--- src/hw/rtl/lfr_pkg.sv ---
`default_nettype none
package lfr_pkg;
    localparam int NUM_FRAMES = 64;
    localparam int FRAME_W = $clog2(NUM_FRAMES);
    localparam int COUNT_W = $clog2(NUM_FRAMES + 1);

    localparam logic [1:0] OP_VICTIM = 2'd0;
    localparam logic [1:0] OP_PIN    = 2'd1;
    localparam logic [1:0] OP_UNPIN  = 2'd2;

    typedef enum logic [1:0] {
        ST_IDLE,
        ST_EXEC,
        ST_OUT
    } state_t;

    typedef struct packed {
        logic capture;
        logic execute;
    } cmd_t;
endpackage
`default_nettype wire

--- src/hw/rtl/lfr_ctrl.sv ---
`default_nettype none
module lfr_ctrl (
    input  wire logic        clk,
    input  wire logic        rst_n,
    input  wire logic        in_valid,
    output logic             in_stall,
    output logic             out_valid,
    input  wire logic        out_stall,
    output lfr_pkg::cmd_t    cmd
);
    import lfr_pkg::*;

    state_t state_reg;
    state_t state_next;

    always_ff @(posedge clk or negedge rst_n)
    begin
        if (!rst_n)
        begin
            state_reg <= ST_IDLE;
        end
        else
        begin
            state_reg <= state_next;
        end
    end

    always_comb
    begin
        state_next  = state_reg;
        in_stall    = 1'b1;
        out_valid   = 1'b0;
        cmd.capture = 1'b0;
        cmd.execute = 1'b0;
        unique case (state_reg)
            ST_IDLE:
            begin
                in_stall = 1'b0;
                if (in_valid)
                begin
                    cmd.capture = 1'b1;
                    state_next  = ST_EXEC;
                end
            end
            ST_EXEC:
            begin
                cmd.execute = 1'b1;
                state_next  = ST_OUT;
            end
            ST_OUT:
            begin
                out_valid = 1'b1;
                if (!out_stall)
                begin
                    state_next = ST_IDLE;
                end
            end
            default:
            begin
                state_next = ST_IDLE;
            end
        endcase
    end
endmodule
`default_nettype wire

--- src/hw/rtl/lfr_datapath.sv ---
`default_nettype none
module lfr_datapath (
    input  wire logic                          clk,
    input  wire logic                          rst_n,
    input  wire lfr_pkg::cmd_t                 cmd,
    input  wire logic [1:0]                    op,
    input  wire logic [lfr_pkg::FRAME_W-1:0]   frame,
    output logic                               found,
    output logic [lfr_pkg::FRAME_W-1:0]        victim_frame,
    output logic [lfr_pkg::COUNT_W-1:0]        tracked_count
);
    import lfr_pkg::*;

    logic [FRAME_W-1:0] next_mem [NUM_FRAMES];
    logic [FRAME_W-1:0] prev_mem [NUM_FRAMES];

    logic [NUM_FRAMES-1:0] tracked_reg;
    logic [NUM_FRAMES-1:0] tracked_next;
    logic [COUNT_W-1:0]    len_reg;
    logic [COUNT_W-1:0]    len_next;
    logic [FRAME_W-1:0]    head_reg;
    logic [FRAME_W-1:0]    head_next;
    logic [FRAME_W-1:0]    tail_reg;
    logic [FRAME_W-1:0]    tail_next;
    logic [1:0]            op_reg;
    logic [FRAME_W-1:0]    frame_reg;
    logic [FRAME_W-1:0]    rd_next_reg;
    logic [FRAME_W-1:0]    rd_prev_reg;
    logic                  found_reg;
    logic                  found_next;
    logic [FRAME_W-1:0]    victim_reg;
    logic [FRAME_W-1:0]    victim_next;

    logic                  nwe;
    logic [FRAME_W-1:0]    nwa;
    logic [FRAME_W-1:0]    nwd;
    logic                  pwe;
    logic [FRAME_W-1:0]    pwa;
    logic [FRAME_W-1:0]    pwd;
    logic [FRAME_W-1:0]    rd_addr;

    assign rd_addr = (op == OP_VICTIM) ? head_reg : frame;

    always_ff @(posedge clk)
    begin
        if (cmd.capture)
        begin
            op_reg      <= op;
            frame_reg   <= frame;
            rd_next_reg <= next_mem[rd_addr];
            rd_prev_reg <= prev_mem[rd_addr];
        end
        if (nwe)
        begin
            next_mem[nwa] <= nwd;
        end
        if (pwe)
        begin
            prev_mem[pwa] <= pwd;
        end
        if (cmd.execute)
        begin
            found_reg  <= found_next;
            victim_reg <= victim_next;
        end
    end

    always_ff @(posedge clk or negedge rst_n)
    begin
        if (!rst_n)
        begin
            tracked_reg <= '0;
            len_reg     <= '0;
            head_reg    <= '0;
            tail_reg    <= '0;
        end
        else
        begin
            tracked_reg <= tracked_next;
            len_reg     <= len_next;
            head_reg    <= head_next;
            tail_reg    <= tail_next;
        end
    end

    always_comb
    begin
        tracked_next = tracked_reg;
        len_next     = len_reg;
        head_next    = head_reg;
        tail_next    = tail_reg;
        found_next   = 1'b0;
        victim_next  = '0;
        nwe = 1'b0;
        nwa = tail_reg;
        nwd = frame_reg;
        pwe = 1'b0;
        pwa = frame_reg;
        pwd = tail_reg;
        if (cmd.execute)
        begin
            case (op_reg)
                OP_VICTIM:
                begin
                    if (len_reg != '0)
                    begin
                        found_next             = 1'b1;
                        victim_next            = head_reg;
                        tracked_next[head_reg] = 1'b0;
                        head_next              = rd_next_reg;
                        len_next               = len_reg - 1'b1;
                    end
                end
                OP_PIN:
                begin
                    if (tracked_reg[frame_reg])
                    begin
                        tracked_next[frame_reg] = 1'b0;
                        len_next                = len_reg - 1'b1;
                        if (frame_reg == head_reg)
                        begin
                            head_next = rd_next_reg;
                        end
                        else
                        begin
                            nwe = 1'b1;
                            nwa = rd_prev_reg;
                            nwd = rd_next_reg;
                        end
                        if (frame_reg == tail_reg)
                        begin
                            tail_next = rd_prev_reg;
                        end
                        else
                        begin
                            pwe = 1'b1;
                            pwa = rd_next_reg;
                            pwd = rd_prev_reg;
                        end
                    end
                end
                OP_UNPIN:
                begin
                    if (!tracked_reg[frame_reg] && len_reg < COUNT_W'(NUM_FRAMES))
                    begin
                        tracked_next[frame_reg] = 1'b1;
                        len_next                = len_reg + 1'b1;
                        tail_next               = frame_reg;
                        pwe                     = 1'b1;
                        if (len_reg == '0)
                        begin
                            head_next = frame_reg;
                        end
                        else
                        begin
                            nwe = 1'b1;
                        end
                    end
                end
                default:
                begin
                end
            endcase
        end
    end

    assign found         = found_reg;
    assign victim_frame  = victim_reg;
    assign tracked_count = len_reg;

    a_len_bound: assert property (@(posedge clk) disable iff (!rst_n)
        len_reg <= COUNT_W'(NUM_FRAMES))
        else $error("list length beyond frame count");

    a_len_matches_map: assert property (@(posedge clk) disable iff (!rst_n)
        $countones(tracked_reg) == int'(len_reg))
        else $error("list length differs from membership map");

    a_head_tracked: assert property (@(posedge clk) disable iff (!rst_n)
        len_reg != '0 |-> tracked_reg[head_reg] && tracked_reg[tail_reg])
        else $error("head or tail frame not tracked");

    a_idle_hold: assert property (@(posedge clk) disable iff (!rst_n)
        !cmd.execute |=> $stable(len_reg) && $stable(tracked_reg))
        else $error("list changed outside execute");
endmodule
`default_nettype wire

--- src/hw/rtl/lru_frame_replacer_unit.sv ---
`default_nettype none
// lru frame replacer: ordered list of evictable frames, least recent first
// input channel in_valid / in_stall carries op and frame; one beat per request
// op victim removes and returns the oldest frame, pin removes a frame,
// unpin appends an untracked frame at the recent end
// output channel out_valid / out_stall returns found, victim_frame and
// tracked_count for every request, exactly one beat each
// the list is a doubly linked list in two 64-entry memories indexed by frame,
// with head, tail, length and a membership bit per frame in flip-flops
// the request beat is captured together with the memory read, the list is
// updated in the execute state, then out_valid rises in the output state
// one request is handled at a time: the memory read, the list update and
// the output beat all finish before the next request beat is taken
// a stalled result holds unchanged; no new request is taken until it leaves
// reset clears the membership map and length at once; no clearing pass
module lru_frame_replacer_unit (
    input  wire logic                          clk,
    input  wire logic                          rst_n,
    input  wire logic                          in_valid,
    output logic                               in_stall,
    input  wire logic [1:0]                    op,
    input  wire logic [lfr_pkg::FRAME_W-1:0]   frame,
    output logic                               out_valid,
    input  wire logic                          out_stall,
    output logic                               found,
    output logic [lfr_pkg::FRAME_W-1:0]        victim_frame,
    output logic [lfr_pkg::COUNT_W-1:0]        tracked_count
);
    import lfr_pkg::*;

    cmd_t cmd;

    lfr_ctrl u_ctrl (
        .clk       (clk),
        .rst_n     (rst_n),
        .in_valid  (in_valid),
        .in_stall  (in_stall),
        .out_valid (out_valid),
        .out_stall (out_stall),
        .cmd       (cmd)
    );

    lfr_datapath u_datapath (
        .clk           (clk),
        .rst_n         (rst_n),
        .cmd           (cmd),
        .op            (op),
        .frame         (frame),
        .found         (found),
        .victim_frame  (victim_frame),
        .tracked_count (tracked_count)
    );
endmodule
`default_nettype wire

--- config.mk ---
export PLATFORM = sky130hd
export DESIGN_NAME = lru_frame_replacer_unit
export DESIGN_NICKNAME = d
export VERILOG_FILES = /design/src/hw/rtl/lfr_pkg.sv /design/src/hw/rtl/lfr_ctrl.sv /design/src/hw/rtl/lfr_datapath.sv /design/src/hw/rtl/lru_frame_replacer_unit.sv
export SDC_FILE = /design/constraint.sdc
export NUM_CORES = 1
export LEC_CHECK = 0
export BUFFER_PORTS_ARGS = -buffer_cell sky130_fd_sc_hd__buf_2
export CAP_MARGIN = 20
export CORE_ASPECT_RATIO = 1.1
export CORE_MARGIN = 10
export CORE_UTILIZATION = 55
export CTS_CLUSTER_DIAMETER = 200
export CTS_CLUSTER_SIZE = 10
export DETAILED_ROUTE_END_ITERATION = 10
export GPL_ROUTABILITY_DRIVEN = 0
export PLACE_DENSITY = 0.75
export SETUP_SLACK_MARGIN = 0.4
export SLEW_MARGIN = 20
export SYNTH_ARGS = -nofsm -noshare
export SYNTH_HDL_FRONTEND = slang
export SYNTH_SLANG_ARGS = --single-unit
--- constraint.sdc ---
create_clock -name clk -period 8 [get_ports clk]
set_input_delay 0.4 -clock clk [delete_from_list [all_inputs] [get_ports clk]]
set_output_delay 0.4 -clock clk [all_outputs]
set_load 0.01 [all_outputs]
### After elaboration in Yosys (flattened, before gate mapping)

Memories as Yosys holds them, arrays and structs flattened. A register that Yosys moved wholly into a read port is not among the register bits.
Cells that the tools add are included.

| cells by class | value |
|---|---|
| add/sub/neg operators | 2 |
| $lt $le $gt $ge | 5 |
| eq/ne operators | 14 |
| multiplexer cells | 65 |
| bitwise operators | 5 |
| reduce and logical (&&, ||, !) cells | 16 |

Operators with widths:

| operator | number |
|---|---|
| $mux W64 | 3 |
| $pmux W64 S3 | 1 |
| $mux W6 | 25 |
| $and A64 B64 Y64 | 2 |
| $not A64 Y64 | 2 |
| $or A64 B64 Y64 | 1 |
| $mux W1 | 22 |
| $mux W7 | 3 |
| $pmux W7 S3 | 1 |
| $pmux W6 S3 | 1 |
| $lt A6 B7 Y1 const B | 2 |
| $demux W1 S6 | 2 |
| $eq A6 B6 Y1 | 2 |
| $ge A6 B1 Y1 const B | 2 |
| $ne A2 B1 Y1 const B | 6 |
| $pmux W6 S2 | 1 |
| $reduce_and A5 Y1 | 2 |
| $add A7 B1 Y7 const B | 1 |
| $logic_not A7 Y1 | 1 |
| $lt A7 B7 Y1 const B | 1 |
| $reduce_and A7 Y1 | 1 |
| $reduce_bool A7 Y1 | 1 |
| $sub A7 B1 Y7 const B | 1 |
| $bmux W1 S6 | 1 |
| 12 further kinds | 22 |

| word-level totals | value |
|---|---|
| flip-flop bits (word level) | 100 |
| memory bits (writable) | 768 |
| input port bits | 12 |
| output and inout port bits | 16 |
| logic and storage cells | 118 |
| memories | 2 |

Memory list:

| memory | words | width | rd ports | clocked after Yosys merged registers in | wr ports | RTL line | RTL |
|---|---|---|---|---|---|---|---|
| u_datapath.next_mem | 64 | 6 | 1 | 1 | 1 | lfr_datapath.sv:14 | `logic [FRAME_W-1:0] next_mem [NUM_FRAMES];` |
| u_datapath.prev_mem | 64 | 6 | 1 | 1 | 1 | lfr_datapath.sv:15 | `logic [FRAME_W-1:0] prev_mem [NUM_FRAMES];` |

### Depth between registers and ports, before layout

| logic depth | value |
|---|---|
| depth after elaboration | 9 |
| gate-level depth with buffers | 13 |
| gate-level depth less buffers | 11 |

### By module

A second synthesis with hierarchy kept.

| second synthesis, totals | value |
|---|---|
| cells, all modules | 2275 |
| area, all modules | 37928.9 um^2 |

By module, submodules not included:

| module | instances | cells an instance | area each (um^2) | seq. area each (um^2) |
|---|---|---|---|---|
| lfr_datapath | 1 | 2265 | 37833.8 | 25949.9 |
| lfr_ctrl | 1 | 10 | 95.1 | 50.0 |

### Least setup slack after synthesis

OpenSTA, ideal clock, no wires.

| path | value |
|---|---|
| kind | reg2reg |
| from | reg u_datapath.frame_reg[0] |
| to | mem u_datapath.prev_mem[0][3] (netlist name) (data pin) |
| library setup time | 702 ps |
| data arrival time | 4506 ps |
| required time | 7298 ps |
| setup slack | 2792 ps |
| stages on the path, launching flop included | 11 |
| path buffers | 3 |
| period minus slack after synthesis | 5208 ps |
| path through | edfxtp_1 > buf_6 > buf_6 > nor3b_4 > a22oi_1 > a21oi_1 > nor4_2 > a31o_1 > buf_6 > nor2_1 > o21ai_0 |

| between the ends | value |
|---|---|
| cells in the longest elaborated chain, start to end | 5 |
| elaborated cells between the ends (all ways) | 7 |
| classes of those cells | 1 x eq/ne; 6 x mux |

Ends and longest elaborated chain:

| what | RTL line | RTL |
|---|---|---|
| from (decl) | lfr_datapath.sv:26 | `logic [FRAME_W-1:0] frame_reg;` |
| from (signal assigned) | lfr_datapath.sv:49 | `frame_reg <= frame;` |
| $bmux W1 S6 / $eq A6 B6 Y1 (equally long branches) | lfr_datapath.sv:116, lfr_datapath.sv:130 |  |
| $mux W1 (implied by the code) / $mux W6 (equally long branches) | lfr_datapath.sv:116, lfr_datapath.sv:130 |  |
| $mux W6 (*) | lfr_datapath.sv:116 | `if (tracked_reg[frame_reg])` |
| $mux W6 (*) | lfr_datapath.sv:102 | `case (op_reg)` |
| $mux W6 (*) | lfr_datapath.sv:100 | `if (cmd.execute)` |
| named net u_datapath.pwd[3] | lfr_datapath.sv:39 | `logic [FRAME_W-1:0] pwd;` |
| to (decl) | lfr_datapath.sv:15 |  |

Mark *: on every way through the listed nets, which the timed path passes. The rest lies on a longest branch. The select of a mux whose other input is x is not followed.

### Worst setup path after layout

| path | value |
|---|---|
| from | reg u_datapath.frame_reg[1] |
| to | mem u_datapath.prev_mem[37][3] (netlist name) (enable) |

| between the ends | value |
|---|---|
| cells in the longest elaborated chain, start to end | 9 |
| elaborated cells between the ends (all ways) | 16 |
| classes of those cells | 1 x eq/ne; 13 x mux; 2 x reduce/logical |

Ends and longest elaborated chain:

| what | RTL line | RTL |
|---|---|---|
| $bmux W1 S6 | lfr_datapath.sv:116, lfr_datapath.sv:144 |  |
| $mux W1 (implied by the code) | lfr_datapath.sv:116, lfr_datapath.sv:144 |  |
| $logic_not A1 Y1 | lfr_datapath.sv:144 | `if (!tracked_reg[frame_reg] && len_reg < COUNT_W'(NUM_FRAMES))` |
| $logic_and A1 B1 Y1 | lfr_datapath.sv:144 |  |
| $mux W1 | lfr_datapath.sv:144 |  |
| $pmux W1 S2 | lfr_datapath.sv:102 |  |
| $mux W1 | lfr_datapath.sv:100 |  |
| $mux W1 | lfr_datapath.sv:57 | `if (pwe)` |
| $mux W1 (implied by the code) | lfr_datapath.sv:59 | `prev_mem[pwa] <= pwd;` |

Parallel ways exist; a longest one is shown, timed or not. The select of a mux whose other input is x is not followed.

==> reports/metrics.csv <==
metric,value,unit
status,finished clean,
"FFs w/ async S/R, synth",9.659,%
clock-pin slew on the worst setup and hold paths,60,ps
critical path peak fanout,21,
post-synthesis xor/xnor area fraction,0.3879,%
Slew headroom,19.53,%
clock latency on the worst-skew pair,680,ps
DRC,0,
area delta synth->final,11.12,%
Pleak,0.01356,uW
core footprint,69130,sq um
Post-Syn Nets,2267,
total chip power,12390,uW
dpl ws,2733,ps
TritonCTS Buffers,97,
maximum VDD drop,0.0001773,V
vias in the first global route,23410,
Crit. End Element,register,
grt ovf,0,
Worst Path Buf+Inv,1,
Crit-path slowest cell,a221oi_1,
"Seq/Total Area, Yosys",67.73,%
number of nets still failing antenna checks after routing,0,
average cell area after synthesis,17.10,sq um
ANT cells,0,
fin cells,3276,
RSZ-0062 raised after global routing,no,
root buf cell,clkbuf_16,
Total Routing Usage GR,24.40,%
IO Pins,28,
Post-CTS Setup Bufs,0,
"commonest non-fill, non-tap cells in the layout","edfxtp_1 (795), mux4_2 (195), nand2_1 (135)",
Critical Path AT,5700,ps
wire length of the first global-routing pass,151200,microns
CTS resizes,0,
Final Hold Viols,0,
Port-buffer cells,27,
DP HPWL,59770,microns
"CP delay by family, top",compound AO/OA/AOI/OAI gates,
Setup Skew,47.11,ps
Post-Syn Area,38390,sq um
Crit path largest cell delay,1150,ps
largest net degree at the start of global routing,152,
combinational family with the most area after synthesis,multiplexers,
starting density of the core,55.53,%
min cycle time layout,5415,ps
chip width,271.9,microns
Final Worst Setup Slack,2585,ps
nets,2344,
worst setup path class,register to register,
WL final,99200,microns
Die Y,297.1,microns
Power Dens Cells,290.5,nW/um^2
Synth Instances,2245,
CTS Buffer Depth,3,
Simple-Gate Fraction of Synth Area,5.684,%
initial antenna violation count,0,
Clock Sinks,880,
synthesized flop and latch total,880,
CP cell instances,inv_1 > mux4_2 > a21oi_1 > nor4_2 > a31oi_2 > nand4_1 > a221oi_1,
Placed Instances,3108,
Max Cap Viol,0,
Peak Freq,184.7,MHz
most common library cell in the layout ignoring fill and taps,edfxtp_1,
wire length per cell,30.28,microns
Die Area,80780,sq um
number of synthesized flops with an enable pin,795,
post-synthesis mux area share,13.94,%
slew at the pin with the worst max-slew slack,1207,ps
# rows,101,
compound-cell area share of the yosys netlist,9.579,%
Post-synth top flop,edfxtp_1,
"Slew Viols, Final",0,
count of cell types in the netlist,78,
startpoint types,register,
detailed-route via count,23290,
WP data required,8280,ps
Setup TNS Final,0,ps
vias per cell,7.110,
CTS tree,done,
hold buffer count at CTS,11,
final worst-path cycle share,67.68,%
CTS H-tree depth,3,
adder-cell share of the synthesized area,0.3455,%
share of layout cells above drive strength 1,23.75,%
1st-iter DRT viols,3852,
Final Instance Area,42660,sq um
post-place instance area,39690,sq um
endpoints failing setup,0,
DRT Pass-1 Iters,8,
synth warn,0,
worst min path class,input pin to async pin,
-- report_power, final --
| group | switching (uW) | leakage (uW) | internal (uW) | total [uW] |
|---|---|---|---|---|
| clock | 1720 | 0.00129 | 2190 | 3920 |
| combinational | 1830 | 0.00396 | 875 | 2700 |
| sequential | 232 | 0.00832 | 5540 | 5770 |
| total | 3780 | 0.0136 | 8610 | 12400 |
-- stage by stage --
step | utilization (%) | hold slack (ps)
2_1_floorplan | - | 104.4
3_3_place_gp | 57.16 | 469.3
6_report | 61.71 | 384.5
3_5_place_dp | 57.42 | 485.3
4_1_cts | 61.43 | 462.9
5_1_grt | 61.71 | 465.2
-- final timing paths --
check,start,end,slack (ps),cells after the start
worst max register to register,u_datapath.frame_reg[1],u_datapath.prev_mem[37][3],2590,7
max in group asynchronous,rst_n,u_datapath.tracked_reg[19],7080,2
worst min register to register,u_datapath.tracked_reg[5],u_datapath.tracked_reg[5],500,2
min in group clk,op[0],u_datapath.op_reg[0],470,2
worst min-delay path,rst_n,u_datapath.tracked_reg[42],380,2
worst max-delay path,u_datapath.frame_reg[1],u_datapath.prev_mem[37][3],2590,7
-- layer usage --
layer	routed length, microns	vias up	track usage (%)
li1	-	9533	-
met1	36800	11800	32.78
met2	47340	1642	38.03
met3	10840	316	5.891
met4	4218	0	9.886
met5	0	-	0
-- cell usage after synthesis (26+ instances only) --
cell type / instances / area [sq um]
nor4_1: 41 / 256.5
dfrtp_1: 85 / 2127
edfxtp_1: 795 / 23870
nor2_1: 45 / 168.9
a221oi_1: 114 / 998.5
a31oi_1: 26 / 162.7
mux2_2: 35 / 394.1
mux4_2: 195 / 4392
nand2_1: 135 / 506.7
a211oi_1: 37 / 277.8
nand4_1: 27 / 168.9
buf_2: 46 / 230.2
mux2i_1: 46 / 460.4
clkbuf_1: 103 / 386.6
o22ai_1: 52 / 325.3
a2bb2oi_1: 46 / 402.9
and2_1: 42 / 262.8
-- logic make-up after synthesis --
family	Yosys count
simple gates	404
fa+ha+maj	10
flops	880
buf+inv	202
compound gates	449
xor+xnor	17
mux	283
-- final cells by class --
cell class,count,area (sq um)
multi-input cells,1163,11680
repair buffers,157,1060
clock buffers,119,2510
inverters,23,87.58
clock inverters,7,155.1
well taps,927,1160
fillers,4741,26470
flip-flops and latches,880,26000
Power figures use the tool's default switching activity.
